===== config.mk =====
export PLATFORM = sky130hd
export DESIGN_NAME = hamming_radius_search_table_flat
export DESIGN_NICKNAME = d
export VERILOG_FILES = /design/src/sv/hrst_pkg.sv /design/src/sv/hrst_if.sv /design/src/sv/hrst_ram.sv /design/src/sv/hrst_ctrl.sv /design/src/sv/hrst_dp.sv /design/src/sv/hamming_radius_search_table.sv /design/src/flat_wrapper.sv
export SDC_FILE = /design/constraint.sdc
export NUM_CORES = 2
export LEC_CHECK = 0
export BUFFER_PORTS_ARGS = -buffer_cell sky130_fd_sc_hd__buf_2
export CAP_MARGIN = 30
export CORE_MARGIN = 4
export CORE_UTILIZATION = 40
export DETAILED_ROUTE_END_ITERATION = 7
export PLACE_DENSITY = 0.57
export SYNTH_ARGS = -nofsm -noshare
export SYNTH_HDL_FRONTEND = slang
export SYNTH_SLANG_ARGS = --single-unit

===== constraint.sdc =====
create_clock -name clk -period 11.2 [get_ports clk]
set_clock_uncertainty 0.05 [all_clocks]
set_input_delay 0.56 -clock clk [delete_from_list [all_inputs] [get_ports clk]]
set_output_delay 0.56 -clock clk [all_outputs]
set_load 0.005 [all_outputs]

===== src/sv/hrst_pkg.sv =====
// shared types, codes and helpers for the hamming radius search table
`timescale 1ns / 1ps

package hrst_pkg;

    // fixed field widths of the channels
    localparam int OPCODE_W = 2;
    localparam int CODE_W   = 64;
    localparam int ID_W     = 32;
    localparam int RADIUS_W = 7;
    localparam int STATUS_W = 3;
    localparam int TALLY_W  = 6;
    localparam int DIST_W   = 7;

    // request opcodes
    localparam logic [OPCODE_W-1:0] OP_ADD    = 2'd0;
    localparam logic [OPCODE_W-1:0] OP_DELETE = 2'd1;
    localparam logic [OPCODE_W-1:0] OP_SEARCH = 2'd2;

    // response status codes
    localparam logic [STATUS_W-1:0] ST_ADDED   = 3'd0;
    localparam logic [STATUS_W-1:0] ST_FULL    = 3'd1;
    localparam logic [STATUS_W-1:0] ST_DELETED = 3'd2;
    localparam logic [STATUS_W-1:0] ST_MATCH   = 3'd3;
    localparam logic [STATUS_W-1:0] ST_DONE    = 3'd4;

    // controller to datapath
    typedef struct packed {
        logic start;    // latch request, clear scan counters, do an add
        logic issue;    // read the entry at the scan index
        logic consume;  // act on the entry read last
        logic finish;   // load the closing response
    } hrst_cmd_t;

    // datapath to controller
    typedef struct packed {
        logic scan_end;  // every held entry has been read
        logic rd_valid;  // read data waits to be acted on
        logic rd_emit;   // that entry gives a match response
        logic out_free;  // response register can take a new one
    } hrst_sts_t;

    function automatic logic [DIST_W-1:0] popcount64(input logic [CODE_W-1:0] v);
        logic [DIST_W-1:0] acc;
        acc = '0;
        for (int b = 0; b < CODE_W; b++)
        begin
            acc = acc + DIST_W'(v[b]);
        end
        return acc;
    endfunction

endpackage


===== src/sv/hrst_if.sv =====
// request and response channel interfaces
`timescale 1ns / 1ps

interface hrst_req_if import hrst_pkg::*; ();
    logic                valid;
    logic                ready;
    logic [OPCODE_W-1:0] opcode;
    logic [CODE_W-1:0]   code;
    logic [ID_W-1:0]     entry_id;
    logic [RADIUS_W-1:0] radius;

    modport source (output valid, opcode, code, entry_id, radius, input ready);
    modport sink   (input valid, opcode, code, entry_id, radius, output ready);
endinterface

interface hrst_rsp_if import hrst_pkg::*; ();
    logic                valid;
    logic                ready;
    logic [STATUS_W-1:0] status;
    logic [ID_W-1:0]     match_id;
    logic [CODE_W-1:0]   match_code;
    logic [TALLY_W-1:0]  tally;
    logic                last;

    modport source (output valid, status, match_id, match_code, tally, last, input ready);
    modport sink   (input valid, status, match_id, match_code, tally, last, output ready);
endinterface


===== src/sv/hrst_ram.sv =====
// generic single write port ram with registered read
`timescale 1ns / 1ps

module hrst_ram #(
    parameter int WIDTH = 8,
    parameter int DEPTH = 32
) (
    input  logic                                   clk,
    input  logic                                   we,
    input  logic [(DEPTH > 1 ? $clog2(DEPTH) : 1)-1:0] waddr,
    input  logic [WIDTH-1:0]                       wdata,
    input  logic                                   re,
    input  logic [(DEPTH > 1 ? $clog2(DEPTH) : 1)-1:0] raddr,
    output logic [WIDTH-1:0]                       rdata
);

    logic [WIDTH-1:0] mem_reg [DEPTH];
    logic [WIDTH-1:0] rdata_reg;

    always_ff @(posedge clk)
    begin
        if (we)
        begin
            mem_reg[waddr] <= wdata;
        end
        if (re)
        begin
            rdata_reg <= mem_reg[raddr];
        end
    end

    assign rdata = rdata_reg;

endmodule


===== src/sv/hrst_ctrl.sv =====
// sequencing state machine of the search table
`timescale 1ns / 1ps

module hrst_ctrl import hrst_pkg::*; (
    input  logic                clk,
    input  logic                rst_n,
    input  logic                req_valid,
    input  logic [OPCODE_W-1:0] req_opcode,
    output logic                req_ready,
    input  hrst_sts_t           sts,
    output hrst_cmd_t           cmd
);

    typedef enum logic [2:0] {
        S_IDLE = 3'b001,
        S_SCAN = 3'b010,
        S_DONE = 3'b100
    } state_t;

    state_t state_reg, state_next;

    always_comb
    begin
        state_next  = state_reg;
        cmd         = '0;
        req_ready   = 1'b0;
        case (state_reg)
            S_IDLE:
            begin
                req_ready = 1'b1;
                if (req_valid)
                begin
                    case (req_opcode) inside
                        OP_ADD:
                        begin
                            cmd.start  = 1'b1;
                            state_next = S_DONE;
                        end
                        OP_DELETE, OP_SEARCH:
                        begin
                            cmd.start  = 1'b1;
                            state_next = S_SCAN;
                        end
                        default:
                        begin
                            state_next = S_IDLE;
                        end
                    endcase
                end
            end
            S_SCAN:
            begin
                cmd.consume = sts.rd_valid && (!sts.rd_emit || sts.out_free);
                cmd.issue   = !sts.scan_end && (!sts.rd_valid || cmd.consume);
                if (sts.scan_end && !sts.rd_valid)
                begin
                    state_next = S_DONE;
                end
            end
            S_DONE:
            begin
                if (sts.out_free)
                begin
                    cmd.finish = 1'b1;
                    state_next = S_IDLE;
                end
            end
            default:
            begin
                state_next = S_IDLE;
            end
        endcase
    end

    always_ff @(posedge clk or negedge rst_n)
    begin
        if (!rst_n)
        begin
            state_reg <= S_IDLE;
        end
        else
        begin
            state_reg <= state_next;
        end
    end

endmodule


===== src/sv/hrst_dp.sv =====
// entry store, scan counters, distance check and response register
`timescale 1ns / 1ps

module hrst_dp import hrst_pkg::*; #(
    parameter int CAPACITY  = 32,
    parameter int CODE_BITS = 64,
    parameter int ID_BITS   = 32
) (
    input  logic                clk,
    input  logic                rst_n,
    input  hrst_cmd_t           cmd,
    output hrst_sts_t           sts,
    input  logic [OPCODE_W-1:0] req_opcode,
    input  logic [CODE_W-1:0]   req_code,
    input  logic [ID_W-1:0]     req_entry_id,
    input  logic [RADIUS_W-1:0] req_radius,
    output logic                rsp_valid,
    input  logic                rsp_ready,
    output logic [STATUS_W-1:0] rsp_status,
    output logic [ID_W-1:0]     rsp_match_id,
    output logic [CODE_W-1:0]   rsp_match_code,
    output logic [TALLY_W-1:0]  rsp_tally,
    output logic                rsp_last
);

    localparam int CodeW = CODE_BITS;
    localparam int IdW   = (ID_BITS < ID_W) ? ID_BITS : ID_W;
    localparam int EntW  = CodeW + IdW;
    localparam int AddrW = (CAPACITY > 1) ? $clog2(CAPACITY) : 1;
    localparam int CntW  = $clog2(CAPACITY + 1);

    // request latched for the scan
    logic [OPCODE_W-1:0] op_reg, op_next;
    logic [CodeW-1:0]    code_reg, code_next;
    logic [IdW-1:0]      id_reg, id_next;
    logic [RADIUS_W-1:0] radius_reg, radius_next;

    logic [CntW-1:0] fill_reg, fill_next;
    logic [CntW-1:0] idx_reg, idx_next;
    logic [CntW-1:0] kept_reg, kept_next;
    logic [CntW-1:0] found_reg, found_next;
    logic            rdv_reg, rdv_next;
    logic            full_reg, full_next;

    logic                out_valid_reg, out_valid_next;
    logic [STATUS_W-1:0] out_status_reg, out_status_next;
    logic [ID_W-1:0]     out_id_reg, out_id_next;
    logic [CODE_W-1:0]   out_code_reg, out_code_next;
    logic [TALLY_W-1:0]  out_tally_reg, out_tally_next;
    logic                out_last_reg, out_last_next;

    logic             we;
    logic [AddrW-1:0] waddr;
    logic [EntW-1:0]  wdata;
    logic [EntW-1:0]  rdata;
    logic [CodeW-1:0] rd_code;
    logic [IdW-1:0]   rd_id;
    logic             hit;
    logic [DIST_W-1:0] ham_dist;
    logic             out_free;
    logic             has_room;

    hrst_ram #(
        .WIDTH (EntW),
        .DEPTH (CAPACITY)
    ) u_ram (
        .clk   (clk),
        .we    (we),
        .waddr (waddr),
        .wdata (wdata),
        .re    (cmd.issue),
        .raddr (idx_reg[AddrW-1:0]),
        .rdata (rdata)
    );

    assign rd_code  = rdata[CodeW-1:0];
    assign rd_id    = rdata[EntW-1:CodeW];
    assign hit      = (rd_id == id_reg) && (rd_code == code_reg);
    assign ham_dist = popcount64(CODE_W'(rd_code ^ code_reg));
    assign out_free = !out_valid_reg || rsp_ready;
    assign has_room = fill_reg < CntW'(CAPACITY);

    assign sts.scan_end = (idx_reg == fill_reg);
    assign sts.rd_valid = rdv_reg;
    assign sts.rd_emit  = rdv_reg && (op_reg == OP_SEARCH)
                          && ({1'b0, ham_dist} <= {1'b0, radius_reg});
    assign sts.out_free = out_free;

    // store write: an add appends, a delete moves kept entries down
    always_comb
    begin
        we    = 1'b0;
        waddr = fill_reg[AddrW-1:0];
        wdata = {req_entry_id[IdW-1:0], req_code[CodeW-1:0]};
        if (cmd.start && (req_opcode == OP_ADD) && has_room)
        begin
            we = 1'b1;
        end
        else if (cmd.consume && (op_reg == OP_DELETE) && !hit)
        begin
            we    = 1'b1;
            waddr = kept_reg[AddrW-1:0];
            wdata = rdata;
        end
    end

    always_comb
    begin
        op_next     = op_reg;
        code_next   = code_reg;
        id_next     = id_reg;
        radius_next = radius_reg;
        fill_next   = fill_reg;
        idx_next    = idx_reg;
        kept_next   = kept_reg;
        found_next  = found_reg;
        full_next   = full_reg;
        rdv_next    = rdv_reg;

        out_valid_next  = out_valid_reg && !rsp_ready;
        out_status_next = out_status_reg;
        out_id_next     = out_id_reg;
        out_code_next   = out_code_reg;
        out_tally_next  = out_tally_reg;
        out_last_next   = out_last_reg;

        if (cmd.start)
        begin
            op_next     = req_opcode;
            code_next   = req_code[CodeW-1:0];
            id_next     = req_entry_id[IdW-1:0];
            radius_next = req_radius;
            idx_next    = '0;
            kept_next   = '0;
            found_next  = '0;
            rdv_next    = 1'b0;
            full_next   = !has_room;
            if ((req_opcode == OP_ADD) && has_room)
            begin
                fill_next = fill_reg + 1'b1;
            end
        end

        if (cmd.consume)
        begin
            rdv_next = 1'b0;
            if (op_reg == OP_DELETE)
            begin
                if (hit)
                begin
                    found_next = found_reg + 1'b1;
                end
                else
                begin
                    kept_next = kept_reg + 1'b1;
                end
            end
            else if (sts.rd_emit)
            begin
                found_next      = found_reg + 1'b1;
                out_valid_next  = 1'b1;
                out_status_next = ST_MATCH;
                out_id_next     = ID_W'(rd_id);
                out_code_next   = CODE_W'(rd_code);
                out_tally_next  = '0;
                out_last_next   = 1'b0;
            end
        end

        if (cmd.issue)
        begin
            idx_next = idx_reg + 1'b1;
            rdv_next = 1'b1;
        end

        if (cmd.finish)
        begin
            out_valid_next = 1'b1;
            out_id_next    = '0;
            out_code_next  = '0;
            out_last_next  = 1'b1;
            case (op_reg)
                OP_ADD:
                begin
                    out_status_next = full_reg ? ST_FULL : ST_ADDED;
                    out_tally_next  = TALLY_W'(fill_reg);
                end
                OP_DELETE:
                begin
                    out_status_next = ST_DELETED;
                    out_tally_next  = TALLY_W'(found_reg);
                    fill_next       = kept_reg;
                end
                default:
                begin
                    out_status_next = ST_DONE;
                    out_tally_next  = TALLY_W'(found_reg);
                end
            endcase
        end
    end

    always_ff @(posedge clk or negedge rst_n)
    begin
        if (!rst_n)
        begin
            fill_reg      <= '0;
            idx_reg       <= '0;
            kept_reg      <= '0;
            found_reg     <= '0;
            rdv_reg       <= 1'b0;
            full_reg      <= 1'b0;
            op_reg        <= OP_ADD;
            out_valid_reg <= 1'b0;
        end
        else
        begin
            fill_reg      <= fill_next;
            idx_reg       <= idx_next;
            kept_reg      <= kept_next;
            found_reg     <= found_next;
            rdv_reg       <= rdv_next;
            full_reg      <= full_next;
            op_reg        <= op_next;
            out_valid_reg <= out_valid_next;
        end
    end

    always_ff @(posedge clk)
    begin
        code_reg       <= code_next;
        id_reg         <= id_next;
        radius_reg     <= radius_next;
        out_status_reg <= out_status_next;
        out_id_reg     <= out_id_next;
        out_code_reg   <= out_code_next;
        out_tally_reg  <= out_tally_next;
        out_last_reg   <= out_last_next;
    end

    assign rsp_valid      = out_valid_reg;
    assign rsp_status     = out_status_reg;
    assign rsp_match_id   = out_id_reg;
    assign rsp_match_code = out_code_reg;
    assign rsp_tally      = out_tally_reg;
    assign rsp_last       = out_last_reg;

endmodule


===== src/sv/hamming_radius_search_table.sv =====
// top level of the hamming radius search table
`timescale 1ns / 1ps

// channel  dir  handshake      payload
// req      in   valid / ready  opcode, code, entry_id, radius
// rsp      out  valid / ready  status, match_id, match_code, tally, last
//
// an add: the transfer on req, then the response is loaded
// a delete or a search walks the single read port of the entry store one entry per cycle
// when no match waits for the response register; at most one match per entry
// reset (rst_n low, asynchronous) empties the table; stored entries are not cleared
// a stalled rsp holds the scan only when a match must wait for the response register
// req is taken only between operations; an unknown opcode is taken and dropped

module hamming_radius_search_table import hrst_pkg::*; #(
    parameter int CAPACITY  = 32,
    parameter int CODE_BITS = 64,
    parameter int ID_BITS   = 32
) (
    input  logic        clk,
    input  logic        rst_n,
    hrst_req_if.sink    req,
    hrst_rsp_if.source  rsp
);

    // command and status between sequencer and datapath
    hrst_cmd_t cmd;
    hrst_sts_t sts;

    hrst_ctrl u_ctrl (
        .clk        (clk),
        .rst_n      (rst_n),
        .req_valid  (req.valid),
        .req_opcode (req.opcode),
        .req_ready  (req.ready),
        .sts        (sts),
        .cmd        (cmd)
    );

    // entry store plus the response register, which decouples rsp stalls from req
    hrst_dp #(
        .CAPACITY  (CAPACITY),
        .CODE_BITS (CODE_BITS),
        .ID_BITS   (ID_BITS)
    ) u_dp (
        .clk            (clk),
        .rst_n          (rst_n),
        .cmd            (cmd),
        .sts            (sts),
        .req_opcode     (req.opcode),
        .req_code       (req.code),
        .req_entry_id   (req.entry_id),
        .req_radius     (req.radius),
        .rsp_valid      (rsp.valid),
        .rsp_ready      (rsp.ready),
        .rsp_status     (rsp.status),
        .rsp_match_id   (rsp.match_id),
        .rsp_match_code (rsp.match_code),
        .rsp_tally      (rsp.tally),
        .rsp_last       (rsp.last)
    );

    // scan never reads past the held entries
    a_issue_in_range: assert property (@(posedge clk) disable iff (!rst_n)
        cmd.issue |-> !sts.scan_end)
        else $error("entry read beyond fill count");

    // a match is only loaded when the response register can take it
    a_match_no_overwrite: assert property (@(posedge clk) disable iff (!rst_n)
        (cmd.consume && sts.rd_emit) |-> sts.out_free)
        else $error("match response would overwrite a pending one");

    // a new request is never taken while an operation is in flight
    a_req_only_idle: assert property (@(posedge clk) disable iff (!rst_n)
        (req.valid && req.ready) |-> (!cmd.issue && !cmd.consume && !cmd.finish))
        else $error("request transfer during an operation");

    // match responses are never the closing one
    a_match_not_last: assert property (@(posedge clk) disable iff (!rst_n)
        (rsp.valid && (rsp.status == ST_MATCH)) |-> !rsp.last)
        else $error("match response flagged as last");

endmodule


===== src/flat_wrapper.sv =====
// flat-port wrapper written by rule: the top's interface ports become plain ports
module hamming_radius_search_table_flat import hrst_pkg::*;
#(
    parameter int CAPACITY  = 32,
    parameter int CODE_BITS = 64,
    parameter int ID_BITS   = 32
)
  (clk, rst_n, req_valid, req_opcode, req_code, req_entry_id, req_radius, req_ready, rsp_valid, rsp_status, rsp_match_id, rsp_match_code, rsp_tally, rsp_last, rsp_ready);
  hrst_req_if req_i ();
  hrst_rsp_if rsp_i ();
  input  logic clk;
  input  logic rst_n;
  input wire logic [$bits(req_i.valid)-1:0] req_valid;
  input wire logic [$bits(req_i.opcode)-1:0] req_opcode;
  input wire logic [$bits(req_i.code)-1:0] req_code;
  input wire logic [$bits(req_i.entry_id)-1:0] req_entry_id;
  input wire logic [$bits(req_i.radius)-1:0] req_radius;
  output wire logic [$bits(req_i.ready)-1:0] req_ready;
  output wire logic [$bits(rsp_i.valid)-1:0] rsp_valid;
  output wire logic [$bits(rsp_i.status)-1:0] rsp_status;
  output wire logic [$bits(rsp_i.match_id)-1:0] rsp_match_id;
  output wire logic [$bits(rsp_i.match_code)-1:0] rsp_match_code;
  output wire logic [$bits(rsp_i.tally)-1:0] rsp_tally;
  output wire logic [$bits(rsp_i.last)-1:0] rsp_last;
  input wire logic [$bits(rsp_i.ready)-1:0] rsp_ready;
  assign req_i.valid = req_valid;
  assign req_i.opcode = req_opcode;
  assign req_i.code = req_code;
  assign req_i.entry_id = req_entry_id;
  assign req_i.radius = req_radius;
  assign req_ready = req_i.ready;
  assign rsp_valid = rsp_i.valid;
  assign rsp_status = rsp_i.status;
  assign rsp_match_id = rsp_i.match_id;
  assign rsp_match_code = rsp_i.match_code;
  assign rsp_tally = rsp_i.tally;
  assign rsp_last = rsp_i.last;
  assign rsp_i.ready = rsp_ready;
  hamming_radius_search_table #(.CAPACITY(CAPACITY), .CODE_BITS(CODE_BITS), .ID_BITS(ID_BITS)) u_core (.clk(clk), .rst_n(rst_n), .req(req_i), .rsp(rsp_i));
endmodule

== Yosys cells after proc, flatten, opt, wreduce, memory -nomap -nowiden ==
Memory sizes are Yosys's and may differ from the RTL's. A register that Yosys moved wholly into a read port is not among the register bits.
Index checks and enable logic that the tools add are counted.
Word-level totals
  flip-flop bits (word level): 241
  memory bits (writable): 3072
  input bits: 109
  output and inout bits: 108
  memories: 1
Memory list
  u_core.u_dp.u_ram.mem_reg: words 32, width 96, rd ports 1, clocked after memory_dff 1, wr ports 1, line hrst_ram.sv:17  | logic [WIDTH-1:0] mem_reg [DEPTH];
Operators by class
  add/subtract/negate cells: 67
  order comparisons: 2
  equality and inequality tests: 14
  muxes and demuxes: 55
  bitwise gates (word level): 2
  reduce and logical (&&, ||, !) cells: 32
Operators with widths (number)
  7-bit by 1-bit adder with 7-bit output: 57
  96-bit two-way mux: 2
  6-bit two-way mux: 20
  64-bit == test: 1
  64-bit bitwise XOR: 1
  32-bit == test: 1
  6-bit by 1-bit adder with 6-bit output (second input constant): 4
  3-bit two-way mux: 8
  1-bit two-way mux: 19
  1-bit logical AND: 12
  5-bit two-way mux: 2
  3-bit case mux with 3 select lines: 1
  3-bit AND reduction: 3
  6-bit by 1-bit adder with 7-bit output: 1
  7-bit less-or-equal comparator: 1
  1-bit zero test: 7
  5-bit by 1-bit adder with 6-bit output: 1
  6-bit == test: 1
  6-bit < comparator (second input constant): 1
  2-bit inequality test (second input constant): 3
  3-bit case mux with 2 select lines: 1
  2-bit nonzero test: 3
  4-bit by 1-bit adder with 5-bit output: 1
  3-bit by 1-bit adder with 4-bit output: 1
  other kinds (14): 20

== Logic depth before layout (Yosys ltp) ==
  depth after elaboration: 78
  gate-level depth with buffers: 32
  depth with buffers taken out: 30

== Hierarchy ==
A second synthesis with hierarchy kept.
Second synthesis, totals
  cells, all modules: 6768
  area total of the unflattened synthesis: 132565.9 µm²
Modules (own cells, without submodules)
  hrst_ram: times used 1, cells an instance 5604, area an instance 119459.6 µm², seq. area each 95131.2 µm²
  hrst_dp: times used 1, cells an instance 1138, area an instance 12863.6 µm², seq. area each 6030.8 µm²
  hrst_ctrl: times used 1, cells an instance 26, area an instance 242.7 µm², seq. area each 76.3 µm²

== Worst setup path before layout ==
OpenSTA, ideal clock, no wires.
  kind: register -> register
  start: register u_core.u_ctrl.state_reg[0]
  end: memory u_core.u_dp.u_ram.mem_reg[24][0] (netlist bit), enable pin
  library setup time: 0.683 ns
  arrival: 11.018 ns
  data required time: 10.467 ns
  slack: -0.551 ns
  stages on the path, launching flop included: 9
  clock period less this slack: 11.751 ns
  cells stage by stage: dfstp_2 -> clkbuf_1 -> nor3b_1 -> nand3b_1 -> inv_1 -> nand3b_1 -> nor3_1 -> nor2_1 -> o21ai_0
RTL lines
  start, declared: line hrst_ctrl.sv:20  | state_t state_reg, state_next;
  start signal, assigned: line hrst_ctrl.sv:83  | state_reg <= state_next;
  end, declared: line hrst_ram.sv:17

== Worst setup path after layout ==
  start: register u_core.u_dp.u_ram.rdata_reg[3], in the netlist u_core.u_dp.u_ram.rdata[3] (read register of u_core.u_dp.u_ram.mem_reg)
  end: register u_core.u_dp.out_id_reg[8], in the netlist u_core.u_dp.rsp_match_id[8]
On the way
  word-level cells in the longest chain between the ends: 69
RTL lines
  start, declared: line hrst_ram.sv:18  | logic [WIDTH-1:0] rdata_reg;
  64-bit bitwise XOR *: line hrst_dp.sv:79  | assign ham_dist = popcount64(CODE_W'(rd_code ^ code_reg));
  3-bit by 1-bit adder with 4-bit output *: line hrst_pkg.sv:48  | acc = acc + DIST_W'(v[b]);
  4-bit by 1-bit adder with 5-bit output *: line hrst_pkg.sv:48
  5-bit by 1-bit adder with 6-bit output *: line hrst_pkg.sv:48
  6-bit by 1-bit adder with 7-bit output *: line hrst_pkg.sv:48
  7-bit by 1-bit adder with 7-bit output * (57 in a row): line hrst_pkg.sv:48
  7-bit less-or-equal comparator *: line hrst_dp.sv:86  | && ({1'b0, ham_dist} <= {1'b0, radius_reg});
  1-bit logical AND *: line hrst_dp.sv:86
  1-bit zero test: line hrst_ctrl.sv:53  | cmd.consume = sts.rd_valid && (!sts.rd_emit || sts.out_free);
  1-bit logical OR: line hrst_ctrl.sv:53
  1-bit logical AND: line hrst_ctrl.sv:53
  2-bit two-way mux: line hrst_ctrl.sv:27  | case (state_reg)
  3-bit AND reduction (no line) *
  end signal, assigned: line hrst_dp.sv:235  | out_id_reg <= out_id_next;
  end, declared: line hrst_dp.sv:47  | logic [ID_W-1:0] out_id_reg, out_id_next;
Mark *: on every way between the ends. The rest lies on a longest branch, timed or not.
A chain may end at the register's enable or synchronous reset.

==> flow_metrics.env <==
export IMPL_status="complete, no violations"
export IMPL_relSlewSlack_pct=28.33
export IMPL_start_util_pct=40.23
export IMPL_synth_edff_count=3280
export IMPL_met3_length_um=32460
export IMPL_drive_gt1_share_pct=31.74
export IMPL_async_flop_share_pct=0.9387
export IMPL_powerDensity_nw_per_um2=247.1
export IMPL_seqPwrFrac_pct=38.3
export IMPL_path_common_cell="fa_1"
export IMPL_hold_viol_final=0
export IMPL_largest_reg_flops=3072
export IMPL_fill_cells=26930
export IMPL_grt_start_max_net_pins=132
export IMPL_dp_slack_ns=1.196
export IMPL_ys_seq_elements=3409
export IMPL_grt_pass1_vias=63890
export IMPL_fin_util_pct=46.24
export IMPL_vias_per_cell=5.896
export IMPL_slowest_stage="xnor2_1"
export IMPL_ir_worst_vdd_mv=1.523
export IMPL_clockRootBuffer="clkbuf_16"
export IMPL_yosysWarnings=0
export IMPL_cp_start_kind="flip-flop"
export IMPL_timing_final_crit_share_pct=88.52
export IMPL_grt_use_total_pct=22.22
export IMPL_fp_dieW_um=582.1
export IMPL_dp_cells=10160
export IMPL_die_area_um2=338800
export IMPL_tns_ns=0
export IMPL_wl_met1_um=162300
export IMPL_dr_total_vias=64290
export IMPL_synth_area_leader_cell="edfxtp_1"
export IMPL_synthTopCellsByArea="edfxtp_1 (75%), mux4_2 (16%), mux2_2 (1.6%), dfxtp_1 (1.5%), fa_1 (0.82%)"
export IMPL_finalWorstSetupSlack_ns=1.286
export IMPL_postCtsHoldBufs=105
export IMPL_clk_pin_slew_ns=0.07
export IMPL_syn_num_nets=5914
export IMPL_hpwl_um=206000
export IMPL_synth_cells=5722
export IMPL_endpoint_kind="flip-flop"
export IMPL_area_growth_pct=14.91
export IMPL_tightest_slew_ns=1.075
export IMPL_rsz0062_at_grt="false"
export IMPL_antenna_found_initial=24
export IMPL_min_path_type="primary input to flip-flop"
export IMPL_fin_nets=6460
export IMPL_ctsLongestPathBuffers=4
export IMPL_maxCapViolCount=0
export IMPL_cts_tree="yes"
export IMPL_cts_buffers=344
export IMPL_clk_latency_ns=0.89
export IMPL_finalMaxSlewViolations=0
export IMPL_period_minus_slack_ns=9.914
export IMPL_yosysSeqAreaShare_pct=76.80
export IMPL_synth_top_area_share_pct=74.71
export IMPL_dr_first_iter_drc_count=8369
export IMPL_post_cts_buffers=0
export IMPL_power_frac_comb_pct=31.6
export IMPL_syn_cell_area_um2=131800
export IMPL_fmax_ghz=0.1009
export IMPL_required_ns=11.92
export IMPL_firstDrtPassIters=6
export IMPL_route_detailed_drc=0
export IMPL_cts_sinks=3409
export IMPL_crit_fanout=57
export IMPL_ant_nets=0
export IMPL_routed_top_layer="met5"
export IMPL_wl_per_cell_um=35.07
export IMPL_p_int_mw=26.30
export IMPL_final_setup_viol_count=0
export IMPL_wl_met2_um=178900
export IMPL_die_y_um=582.1
export IMPL_crit_arrival_ns=10.63
export IMPL_switching_share_pct=29.75
export IMPL_synth_flop_cell="edfxtp_1"
export IMPL_fin_cells=10900
export IMPL_fin_hold_ws_ns=0.06493
export IMPL_synth_area_per_cell_um2=23.04
export IMPL_ys_types=62
export IMPL_crit_type="flip-flop to flip-flop"
export IMPL_synth_most_common_cell="edfxtp_1"
export IMPL_globalRouteOverflowTotal=0
export IMPL_p_leak_nw=46.38
export IMPL_core_um2=327700
export IMPL_critPathMaxStageDelay_ns=0.86
export IMPL_p_clk_share_pct=30.2
export IMPL_numPortBuffers=216
export IMPL_gp_congestion=0.8017
export IMPL_row_count=210
export IMPL_grt_pass1_wl_um=527200
export IMPL_power_switching_mw=11.14
export IMPL_cts_resized=0
export IMPL_htreeDepth=5
export IMPL_wirelength_um=382300
export IMPL_synth_common_cells="edfxtp_1 (3,280), mux4_2 (960), nand2_1 (247), clkbuf_1 (223), mux2_2 (190)"
export IMPL_pin_count=217
==> kinds of logic (layout without fill, tap and decap cells) <==
kind of cell    count (synthesis)  after routing  share of synthesized area [%]
compound gates                200            200                         0.8751
flops                        3409           3409                          76.80
buf+inv                       378           1206                          1.130
xor+xnor                      103            103                         0.6843
simple gates                  391            391                          1.334
fa+ha+maj                      83             83                          1.095
mux                          1158           1158                          18.09
other cells                     0              7                              0
==> routing by layer <==
metal	vias up	track usage (%)
li1	25130	-
met4	8	4.974
met5	-	0
met3	471	3.959
met2	3016	34.54
met1	35670	33.02
==> path summary, 6_finish.rpt <==
kind,from,end,slack (ns),cells after the start
max,u_core.u_dp.u_ram.rdata[3],u_core.u_dp.rsp_match_id[8],1.29,28
min,req_entry_id[31],u_core.u_dp.id_reg[31],0.06,1
max reg2reg,u_core.u_dp.u_ram.rdata[3],u_core.u_dp.rsp_match_id[8],1.29,28
min reg2reg,u_core.u_dp.rsp_match_code[26],u_core.u_dp.rsp_match_code[26],0.40,2
max in group asynchronous,rst_n,u_core.u_dp.idx_reg[3],10.10,2
min in group asynchronous,rst_n,u_core.u_dp.full_reg,0.37,2
==> power by group through the flow <==
stage	Sequential, mW	Combinational (mW)	Clock (mW)
after global placement	14.6	11.3	0
after global routing	14.3	12.9	12.0
after floorplan	14.5	9.46	0
final	14.3	11.8	11.3
after CTS	14.3	11.5	11.5
after detailed placement	14.6	11.4	0
==> cells in the final DEF (no fill, tap or decap), types with 10 or more instances in the layout <==
cell type	synthesis	final
clkbuf_16	0	350
inv_1	86	85
o21ai_0	23	18
mux2_2	190	190
a21oi_1	116	116
nand4_1	16	16
fa_1	54	54
clkbuf_8	0	19
nor2_1	31	26
edfxtp_1	3280	3280
xor2_1	37	37
inv_6	0	10
buf_2	6	218
clkinv_2	0	62
dfrtp_1	31	26
xnor2_1	66	66
nand2_1	247	247
nand3_1	19	19
buf_4	9	126
clkinv_1	0	46
dfxtp_1	97	97
dlygate4sd3_1	0	105
clkbuf_1	223	93
mux4_2	960	960
bufinv_16	0	25
buf_12	0	33
o22ai_4	0	20
nand2b_1	17	17
ha_1	29	29
clkinvlp_4	0	11
==> cell type report <==
cell class              instances  area [um^2]  area share, %
diodes                          7        17.52        0.01156
clock buffers                 462         9369          6.185
clock inverters               166         1594          1.052
inverters                      86        330.3         0.2180
multi-input cells            1935        29520          19.49
flip-flops and latches       3409       101300          66.84
well taps                    4346         5438          3.589
repair buffers                492         3966          2.618
==> through the flow <==
step	area [um^2]	total power, mW
floorplan	131800	23.97
global placement	139100	25.92
detailed placement	139400	26.04
CTS	151400	37.28
global route	151500	39.29
finish	151500	37.44
==> worst max-delay path, delay by kind of cell (launching register included) <==
family,cells,cell delay (ns)
flops,1,0.42
xor+xnor,1,0.86
fa+ha+maj,11,5.03
simple gates,3,0.34
compound gates,6,0.95
buf+inv,6,1.81
mux,1,0.23
Power figures use the tool's default switching activity.
